$ cat config.mk
export PLATFORM = sky130hd
export DESIGN_NAME = sync_length_frame_receiver
export DESIGN_NICKNAME = d
export VERILOG_FILES = /design/src/rtl/slfr_pkg.sv /design/src/rtl/slfr_ctrl.sv /design/src/rtl/slfr_dpath.sv /design/src/rtl/sync_length_frame_receiver.sv
export SDC_FILE = /design/constraint.sdc
export NUM_CORES = 1
export LEC_CHECK = 0
export ABC_AREA = 1
export BUFFER_PORTS_ARGS = -buffer_cell sky130_fd_sc_hd__buf_2
export CAP_MARGIN = 15
export CORE_MARGIN = 2
export CORE_UTILIZATION = 35
export CTS_CLUSTER_SIZE = 25
export DETAILED_ROUTE_END_ITERATION = 12
export GPL_ROUTABILITY_DRIVEN = 0
export PLACE_DENSITY = 0.55
export RECOVER_POWER = 100
export REMOVE_ABC_BUFFERS = 1
export SLEW_MARGIN = 0
export SYNTH_ARGS = -nofsm -noshare
export SYNTH_HDL_FRONTEND = slang
export SYNTH_SLANG_ARGS = --single-unit
export TNS_END_PERCENT = 1
$ cat constraint.sdc
create_clock -name clk -period 5.2 [get_ports clk]
set_input_delay 1.04 -clock clk [delete_from_list [all_inputs] [get_ports clk]]
set_output_delay 1.04 -clock clk [all_outputs]
set_load 0.01 [all_outputs]
$ cat src/rtl/slfr_pkg.sv
`timescale 1ns / 1ps
`default_nettype none
// ----------------------------------------------------------------------------
// slfr_pkg
// Shared constants, state type and control/status bundles for the
// sync/length frame receiver.
// ----------------------------------------------------------------------------
package slfr_pkg;

  localparam int unsigned MAX_PAYLOAD_DEF = 16;

  localparam logic [7:0] SYNC_BYTE        = 8'h2b;
  localparam logic [7:0] BROADCAST_ID     = 8'hff;
  localparam logic [7:0] HIGHEST_PLAIN_ID = 8'd3;

  typedef enum logic [2:0] {
    ST_HUNT,
    ST_WAIT_ID,
    ST_WAIT_LEN,
    ST_FILL,
    ST_TRAIL,
    ST_EMIT_RD,
    ST_EMIT_OUT
  } state_t;

  // controller -> datapath
  typedef struct packed {
    logic clear;       // zero fill count and read pointer
    logic load_id;
    logic load_len;
    logic store_byte;
    logic rd_advance;
  } ctrl_cmd_t;

  // datapath -> controller
  typedef struct packed {
    logic is_sync;
    logic id_zero;
    logic id_ok;
    logic len_zero;
    logic len_big;
    logic fill_last;   // this data byte completes the payload
    logic rd_last;     // read pointer sits on the final stored byte
  } dp_status_t;

endpackage : slfr_pkg
`default_nettype wire

$ cat src/rtl/slfr_ctrl.sv
`timescale 1ns / 1ps
`default_nettype none
// ----------------------------------------------------------------------------
// slfr_ctrl
// Frame parser state machine: sequences header capture, payload fill and
// the read-out of stored bytes.
// ----------------------------------------------------------------------------
module slfr_ctrl (
  input  wire                 clk,
  input  wire                 rst_n,
  input  wire                 in_valid,
  output logic                in_stall,
  output logic                out_valid,
  input  wire                 out_stall,
  input  slfr_pkg::dp_status_t sts,
  output slfr_pkg::ctrl_cmd_t  cmd
);

  slfr_pkg::state_t state_r, state_nxt;

  always_ff @(posedge clk) begin
    if (!rst_n) begin
      state_r <= slfr_pkg::ST_HUNT;
    end else begin
      state_r <= state_nxt;
    end
  end

  always_comb begin
    state_nxt      = state_r;
    cmd            = '0;
    in_stall       = 1'b0;
    out_valid      = 1'b0;
    case (state_r)
      slfr_pkg::ST_HUNT: begin
        cmd.clear = 1'b1;
        if (in_valid && sts.is_sync) begin
          state_nxt = slfr_pkg::ST_WAIT_ID;
        end
      end
      slfr_pkg::ST_WAIT_ID: begin
        if (in_valid && !sts.id_zero) begin
          if (sts.id_ok) begin
            cmd.load_id = 1'b1;
            state_nxt   = slfr_pkg::ST_WAIT_LEN;
          end else begin
            state_nxt = slfr_pkg::ST_HUNT;
          end
        end
      end
      slfr_pkg::ST_WAIT_LEN: begin
        if (in_valid && !sts.len_zero) begin
          if (sts.len_big) begin
            state_nxt = slfr_pkg::ST_HUNT;
          end else begin
            cmd.load_len = 1'b1;
            state_nxt    = slfr_pkg::ST_FILL;
          end
        end
      end
      slfr_pkg::ST_FILL: begin
        if (in_valid) begin
          cmd.store_byte = 1'b1;
          if (sts.fill_last) begin
            state_nxt = slfr_pkg::ST_TRAIL;
          end
        end
      end
      slfr_pkg::ST_TRAIL: begin
        // checksum byte taken unchecked
        if (in_valid) begin
          state_nxt = slfr_pkg::ST_EMIT_RD;
        end
      end
      slfr_pkg::ST_EMIT_RD: begin
        in_stall  = 1'b1;
        state_nxt = slfr_pkg::ST_EMIT_OUT;
      end
      slfr_pkg::ST_EMIT_OUT: begin
        in_stall  = 1'b1;
        out_valid = 1'b1;
        if (!out_stall) begin
          if (sts.rd_last) begin
            state_nxt = slfr_pkg::ST_HUNT;
          end else begin
            cmd.rd_advance = 1'b1;
            state_nxt      = slfr_pkg::ST_EMIT_RD;
          end
        end
      end
      default: begin
        state_nxt = slfr_pkg::ST_HUNT;
      end
    endcase
  end

endmodule : slfr_ctrl
`default_nettype wire

$ cat src/rtl/slfr_dpath.sv
`timescale 1ns / 1ps
`default_nettype none
// ----------------------------------------------------------------------------
// slfr_dpath
// Header registers, payload memory with registered read, fill count and
// read pointer, plus the byte decodes fed back to the controller.
// ----------------------------------------------------------------------------
module slfr_dpath #(
  parameter int unsigned MAX_PAYLOAD = slfr_pkg::MAX_PAYLOAD_DEF
) (
  input  wire                  clk,
  input  wire                  rst_n,
  input  wire  [7:0]           in_rx_byte,
  input  slfr_pkg::ctrl_cmd_t  cmd,
  output slfr_pkg::dp_status_t sts,
  output logic [7:0]           out_packet_id,
  output logic [4:0]           out_packet_length,
  output logic [3:0]           out_byte_index,
  output logic [7:0]           out_data_byte,
  output logic                 out_last
);

  localparam int unsigned LEN_W = $clog2(MAX_PAYLOAD + 1);
  localparam int unsigned IDX_W = (MAX_PAYLOAD > 1) ? $clog2(MAX_PAYLOAD) : 1;

  logic [7:0]       mem [MAX_PAYLOAD];
  logic [7:0]       id_r;
  logic [LEN_W-1:0] len_r;
  logic [LEN_W-1:0] fill_r;
  logic [IDX_W-1:0] rd_idx_r;
  logic [7:0]       rd_data_r;

  always_ff @(posedge clk) begin
    if (!rst_n) begin
      fill_r   <= '0;
      rd_idx_r <= '0;
    end else if (cmd.clear) begin
      fill_r   <= '0;
      rd_idx_r <= '0;
    end else begin
      if (cmd.store_byte) begin
        fill_r <= fill_r + LEN_W'(1);
      end
      if (cmd.rd_advance) begin
        rd_idx_r <= rd_idx_r + IDX_W'(1);
      end
    end
  end

  always_ff @(posedge clk) begin
    if (cmd.load_id) begin
      id_r <= in_rx_byte;
    end
    if (cmd.load_len) begin
      len_r <= LEN_W'(in_rx_byte);
    end
  end

  // payload store, one write and one registered read port
  always_ff @(posedge clk) begin
    if (cmd.store_byte) begin
      mem[fill_r[IDX_W-1:0]] <= in_rx_byte;
    end
    rd_data_r <= mem[rd_idx_r];
  end

  always_comb begin
    sts.is_sync   = (in_rx_byte == slfr_pkg::SYNC_BYTE);
    sts.id_zero   = (in_rx_byte == 8'd0);
    sts.id_ok     = (in_rx_byte <= slfr_pkg::HIGHEST_PLAIN_ID) ||
                    (in_rx_byte == slfr_pkg::BROADCAST_ID);
    sts.len_zero  = (in_rx_byte == 8'd0);
    sts.len_big   = (in_rx_byte > 8'(MAX_PAYLOAD));
    sts.fill_last = ((fill_r + LEN_W'(1)) == len_r);
    sts.rd_last   = ((LEN_W'(rd_idx_r) + LEN_W'(1)) == len_r);
  end

  assign out_packet_id     = id_r;
  assign out_packet_length = 5'(len_r);
  assign out_byte_index    = 4'(rd_idx_r);
  assign out_data_byte     = rd_data_r;
  assign out_last          = sts.rd_last;

endmodule : slfr_dpath
`default_nettype wire

$ cat src/rtl/sync_length_frame_receiver.sv
// Read-out: after the trailing byte is taken, the controller passes through a
//   memory-read state into a present state that shows the first data byte.
// Throughput: one input byte per cycle while parsing; input stalls while a
//   packet is read out, each result being read from memory, then presented.
// Reset: synchronous, active low; the parser returns to hunting for sync and
//   no result is pending. The payload memory is not cleared.
`timescale 1ns / 1ps
`default_nettype none
// ----------------------------------------------------------------------------
// sync_length_frame_receiver
// Deframes sync/id/length/data/checksum packets from a byte stream and
// replays each completed payload as one transaction per data byte.
// ----------------------------------------------------------------------------
module sync_length_frame_receiver #(
  parameter int unsigned MAX_PAYLOAD = slfr_pkg::MAX_PAYLOAD_DEF
) (
  input  wire        clk,
  input  wire        rst_n,
  // received byte channel
  input  wire        in_valid,
  output logic       in_stall,
  input  wire  [7:0] in_rx_byte,
  // result channel
  output logic       out_valid,
  input  wire        out_stall,
  output logic [7:0] out_packet_id,
  output logic [4:0] out_packet_length,
  output logic [3:0] out_byte_index,
  output logic [7:0] out_data_byte,
  output logic       out_last
);

  slfr_pkg::ctrl_cmd_t  cmd;
  slfr_pkg::dp_status_t sts;

  // State machine: hunt -> id -> length -> fill -> checksum -> read-out.
  // Zero id/length bytes are skipped in place; a bad id or an oversize
  // length drops straight back to hunting.
  slfr_ctrl u_ctrl (
    .clk       (clk),
    .rst_n     (rst_n),
    .in_valid  (in_valid),
    .in_stall  (in_stall),
    .out_valid (out_valid),
    .out_stall (out_stall),
    .sts       (sts),
    .cmd       (cmd)
  );

  // Datapath: header registers, payload memory and the read-out pointer.
  // Result fields come straight from registers, so they hold while stalled.
  slfr_dpath #(
    .MAX_PAYLOAD (MAX_PAYLOAD)
  ) u_dpath (
    .clk               (clk),
    .rst_n             (rst_n),
    .in_rx_byte        (in_rx_byte),
    .cmd               (cmd),
    .sts               (sts),
    .out_packet_id     (out_packet_id),
    .out_packet_length (out_packet_length),
    .out_byte_index    (out_byte_index),
    .out_data_byte     (out_data_byte),
    .out_last          (out_last)
  );

endmodule : sync_length_frame_receiver
`default_nettype wire

# ---- Word level (Yosys, flattened, before mapping)
# Memory sizes are Yosys's and may differ from the RTL's. A register that Yosys moved wholly into a read port is not among the register bits.
# Cells that the tools add are included.
dict set report totals {
  ram_bits 128
  register_bits 25
  input_bits 12
  out_inout_bits 28
  memories 1
}
dict set report classes {
  muxes 27
  n_reduce_logical 9
  eq_ne 17
  order_cmp 2
  n_addsub 3
  bitwise_logic 1
}
# memory depth width rd rd_ports_with_merged_regs write_ports line
set memory_table {}
lappend memory_table {u_dpath.mem 16 8 1 1 1 slfr_dpath.sv:26} ;# logic [7:0] mem [MAX_PAYLOAD];
# operator n
set op_table {}
lappend op_table {{$mux 3} 8}
lappend op_table {{$pmux 3 s7} 1}
lappend op_table {{$mux 1} 16}
lappend op_table {{$eq 5x5->1} 2}
lappend op_table {{$eq 3x3->1 const B} 3}
lappend op_table {{$eq 8x6->1 const B} 1}
lappend op_table {{$eq 8x8->1 const B} 1}
lappend op_table {{$gt 8x5->1 const B} 1}
lappend op_table {{$le 8x2->1 const B} 1}
lappend op_table {{$logic_not 8->1} 1}
lappend op_table {{$ne 2x2->1 const B} 4}
lappend op_table {{$reduce_and 7->1} 1}
lappend op_table {{$eq 3x2->1 const B} 2}
lappend op_table {{$ne 2x1->1 const B} 3}
lappend op_table {{$add 4x1->5 const B} 1}
lappend op_table {{$add 5x1->5 const B} 1}
lappend op_table {{$add 4x1->4 const B} 1}
lappend op_table {{$mux 2} 2}
lappend op_table {{$reduce_or 2->1} 2}
lappend op_table {{$eq 3x1->1 const B} 1}
lappend op_table {{$logic_not 3->1} 1}
lappend op_table {{$logic_and 1x1->1} 2}
lappend op_table {{$logic_not 1->1} 1}
lappend op_table {{$logic_or 1x1->1} 1}
lappend op_table {{$not 1->1} 1}

# ---- Logic depth before layout (Yosys ltp)
dict set report logic_depth {
  word_depth 5
  mapped_depth 14
  ltp_nobuf 14
}

# ---- Modules after synthesis
# A second synthesis with hierarchy kept.
dict set report hier_totals {
  hier_cells 726
  area_unflattened_um2 7079.3
}
# mod seq_area_each_um2 instances area_per_inst_um2 cells_each
set by_module_without_submodules {}
lappend by_module_without_submodules {slfr_dpath 4574.4 1 6735.2 656}
lappend by_module_without_submodules {slfr_ctrl 60.1 1 344.1 70}

# ---- Least setup slack after synthesis
# No wires, ideal clock.
dict set report synth_path {
  path_type {reg-to-output}
  from {reg u_dpath.rd_idx_r[0] (netlist: u_dpath.out_byte_index[0])}
  to {out out_last}
  arrival_time_ps 1306
  required_time_ps 4160
  stages_incl_launch_ff 7
  path_slack_ps 2854
  path_cell_list {dfxtp_1 > ha_1 > xnor2_1 > nand3_1 > nor2_1 > nand2_2 > inv_1}
}
dict set report synth_via {
  elab_chain_cells 2
}
# item line
set synth_lines {}
lappend synth_lines {{from (decl)} slfr_dpath.sv:30} ;# logic [IDX_W-1:0] rd_idx_r;
lappend synth_lines {{from (signal assigned)} slfr_dpath.sv:45} ;# rd_idx_r <= rd_idx_r + IDX_W'(1);
lappend synth_lines {{$add 4x1->5} slfr_dpath.sv:75} ;# sts.rd_last = ((LEN_W'(rd_idx_r) + LEN_W'(1)) == len_r);
lappend synth_lines {{$eq 5x5->1} slfr_dpath.sv:75}
lappend synth_lines {{to (decl)} sync_length_frame_receiver.sv:30} ;# output logic out_last
# Every way passes these cells.

==> impl_metrics.csv <==
group,metric,value,unit
placement,io_buffers,39,
run_status,violations,"max-capacitance violations, max-slew violations",
synthesis,synth_edf_count,141,
sta,finalSetupViolations,0,
setup_path,worst_ep_arrival_time,4070,ps
routing,detail-route-antenna-nets,0,
sta,slew_headroom,-0.314,
synthesis,synth_warnings,0,
synthesis,synth_cell_types,35,
power_and_ir_drop,p_per_area,364,mW/mm2
global_routing,grt_usage,0.167,
synthesis,ys_ff_latch,161,
clock_network,cts_resized,0,
sta,rsz0062_at_grt,"no",
synthesis,postSynthCellCount,573,
worst_hold_path,hold_path_startpoint,"u_dpath.fill_r[4]$_SDFFE_PP0P_",
setup_path,setup.worst_path.class,"register to register",
power_and_ir_drop,power_leakage,0.00259,uW
synthesis,async_flop_share,0,
sta,drv_slew,77,
setup_path,crit_buf_inv,2,
global_routing,grt_max_degree,66,
final_layout,antenna-diode-count,0,
routing,routed_wl,16500,um
setup_path,critical-path-slowest-cell,"inv_1",
synthesis,synth_area_leaders,"edfxtp_1 (63%), dfxtp_1 (6.0%), nor2_1 (5.5%)",
synthesis,yosysTopAreaCell,"edfxtp_1",
synthesis,avgSynthCellArea,11.7,um2
global_routing,overflow,0,
final_layout,layout-drive-gt1-share,0.0785,
routing,vias,4579,
sta,fmax,0.266,GHz
synthesis,synth_seq_area_share,0.690,
setup_path,end_kind,"register",
placement,dpl.hpwl,10400,um
setup_path,crit_required,5510,ps
routing,wl_per_cell,19.3,um
power_and_ir_drop,p_clk_frac,0.438,
synthesis,synth_ff_type,"edfxtp_1",
final_layout,syn2layout_area_growth,12.6,%
floorplanning,io_pins,40,
floorplanning,fp-row-count,50,
global_routing,antenna_found_initial,0,
sta,finalHoldViolations,0,
floorplanning,initial_core_util,0.358,
clock_network,hold_buffers,0,
clock_network,cts_max_level,4,
synthesis,yosysMostFrequentCell,"edfxtp_1",
worst_hold_path,hp-class,"register to register",
floorplanning,die_y,143,um
power_and_ir_drop,p_sw_frac,0.218,
setup_path,critPathMaxFanout,65,
setup_path,startpoint_type,"register",
setup_path,slowest_delay,1150,ps
setup_path,cp_cell_sequence,"clkbuf_2 > inv_1 > o21ai_0 > o221ai_1 > nand3_1 > nand2_1",
placement,placed_area,0.00709,mm2
synthesis,synthTopCellsByCount,"edfxtp_1 (141), nor2_1 (99), nand2_1 (74)",
sta,period_share,0.724,
flow_run,max_cap_violations,2,
final_layout,postLayoutCoreUtil,0.403,
clock_network,numClockSinks,161,
global_routing,grt_pass1_vias,4483,
global_routing,grt_first_pass_wirelength,25100,um
sta,finalCriticalPeriod,3760,ps
floorplanning,dieArea,0.0203,mm2
clock_network,post_cts_buffers,0,
final_layout,fin_nets,628,
floorplanning,die_w,143,um
routing,drc_errors,0,
power_and_ir_drop,p_int,2150,uW
clock_network,cts_root_buf,"clkbuf_16",
routing,first_iter_violations,431,
synthesis,synth_top_area_frac,0.630,
final_layout,final_area,0.00757,mm2
floorplanning,core_area,0.0188,mm2
power_and_ir_drop,ir_drop,0.243,mV
placement,pre_cts_slack,2330,ps
power_and_ir_drop,p_switching,600,uW
routing,first_pass_iters,5,
sta,finalClockSkew,7.46,ps
clock_network,cts.path.max_buffers,2,
synthesis,syn_area,0.00672,mm2
sta,tightest_slew,1970,ps
routing,vias_per_cell,5.34,
setup_path,cp-startpoint,"u_dpath.out_byte_index[0]$_SDFFE_PP0P_",
sta,setup_slack,1440,ps
run_status,status,"complete, but fails checks",
power_and_ir_drop,seqPwrFrac,0.518,
setup_path,path_delay_family,"buffers and inverters",
clock_network,cts_tree,"built",
clock_network,clk_latency,430,ps
setup_path,r2r_start,"u_dpath.out_byte_index[0]$_SDFFE_PP0P_",
clock_network,cts_buffers,17,
clock_network,path_clk_slew,60,ps
sta,setup-tns-final,0,ps
power_and_ir_drop,comb_power_share,0.045,
[layout make-up]
type                            instances  area, um2
Multi-Input combinational cell        349       1740
Clock inverter                         14        141
Timing Repair Buffer                   45        184
Clock buffer                           18        429
Inverter                               37        139
Sequential cell                       161       4640
Tap cell                              234        293
Fill cell                            1804      11200
[metrics by stage]
stage	hold WS [ps]	cells	power, uW
finish	483	858	2750
detailed placement	474	825	1580
floorplan	443	547	1530
CTS	486	857	2780
global placement	469	825	1580
global route	520	858	2840
[power by group through the flow]
| stage | registers (uW) | logic (uW) | clock network [uW] |
|---|---|---|---|
| finish | 1420 | 123 | 1200 |
| global route | 1420 | 138 | 1280 |
| CTS | 1420 | 129 | 1220 |
| detailed placement | 1450 | 129 | 0 |
| global placement | 1450 | 125 | 0 |
| floorplan | 1450 | 75.2 | 0 |
[cells in the final DEF, fill, tap and decap left out, drive strengths merged, types with 9 or more instances in the layout]
cell type	count
nand2	76
o221ai	26
nor2	105
o21ai	70
nand3	27
dfxtp	20
inv	38
clkbuf	56
edfxtp	141
clkinv	9
[sequential cells by signal (all words and copies together) (netlist names)]
register,cells
u_dpath.out_packet_length,5
u_dpath.out_data_byte,8
u_ctrl.state_r,3
u_dpath.mem,128
u_dpath.out_packet_id,8
u_dpath.out_byte_index,4
u_dpath.fill_r,5
[metal layers]
layer / wire, um / track usage
met1: 7360 / 0.218
met2: 7890 / 0.270
met3: 964 / 0.0407
met4: 320 / 0.0662
met5: 0 / 0
[cell families (layout without fill, tap and decap cells)]
| group | after synthesis | count (layout) | synth area share |
|---|---|---|---|
| adders and majority gates | 5 | 5 | 0.00931 |
| DFF | 161 | 161 | 0.690 |
| buffers and inverters | 63 | 114 | 0.0440 |
| xor gates and xnor gates | 5 | 5 | 0.00652 |
| and+or+nand+nor | 223 | 223 | 0.145 |
| AOI/OAI and AO/OA | 116 | 116 | 0.106 |
[worst reg2reg max path, stage by stage (launching register included)]
cell and delay (ps):
dfxtp_2 580, clkbuf_2 840, inv_1 1160, o21ai_0 570, o221ai_1 230, nand3_1 190
nand2_1 90
[final timing paths]
kind / to / slack, ps / cells past startpoint
worst min-delay path: u_dpath.fill_r[4]$_SDFFE_PP0P_ / 480 / 1
worst min register to register: u_dpath.fill_r[4]$_SDFFE_PP0P_ / 480 / 1
worst max register to register: u_dpath.out_data_byte[7]$_DFF_P_ / 1440 / 6
worst max-delay path: u_dpath.out_data_byte[7]$_DFF_P_ / 1440 / 6
Note: power is estimated with default switching activity, not from simulation.
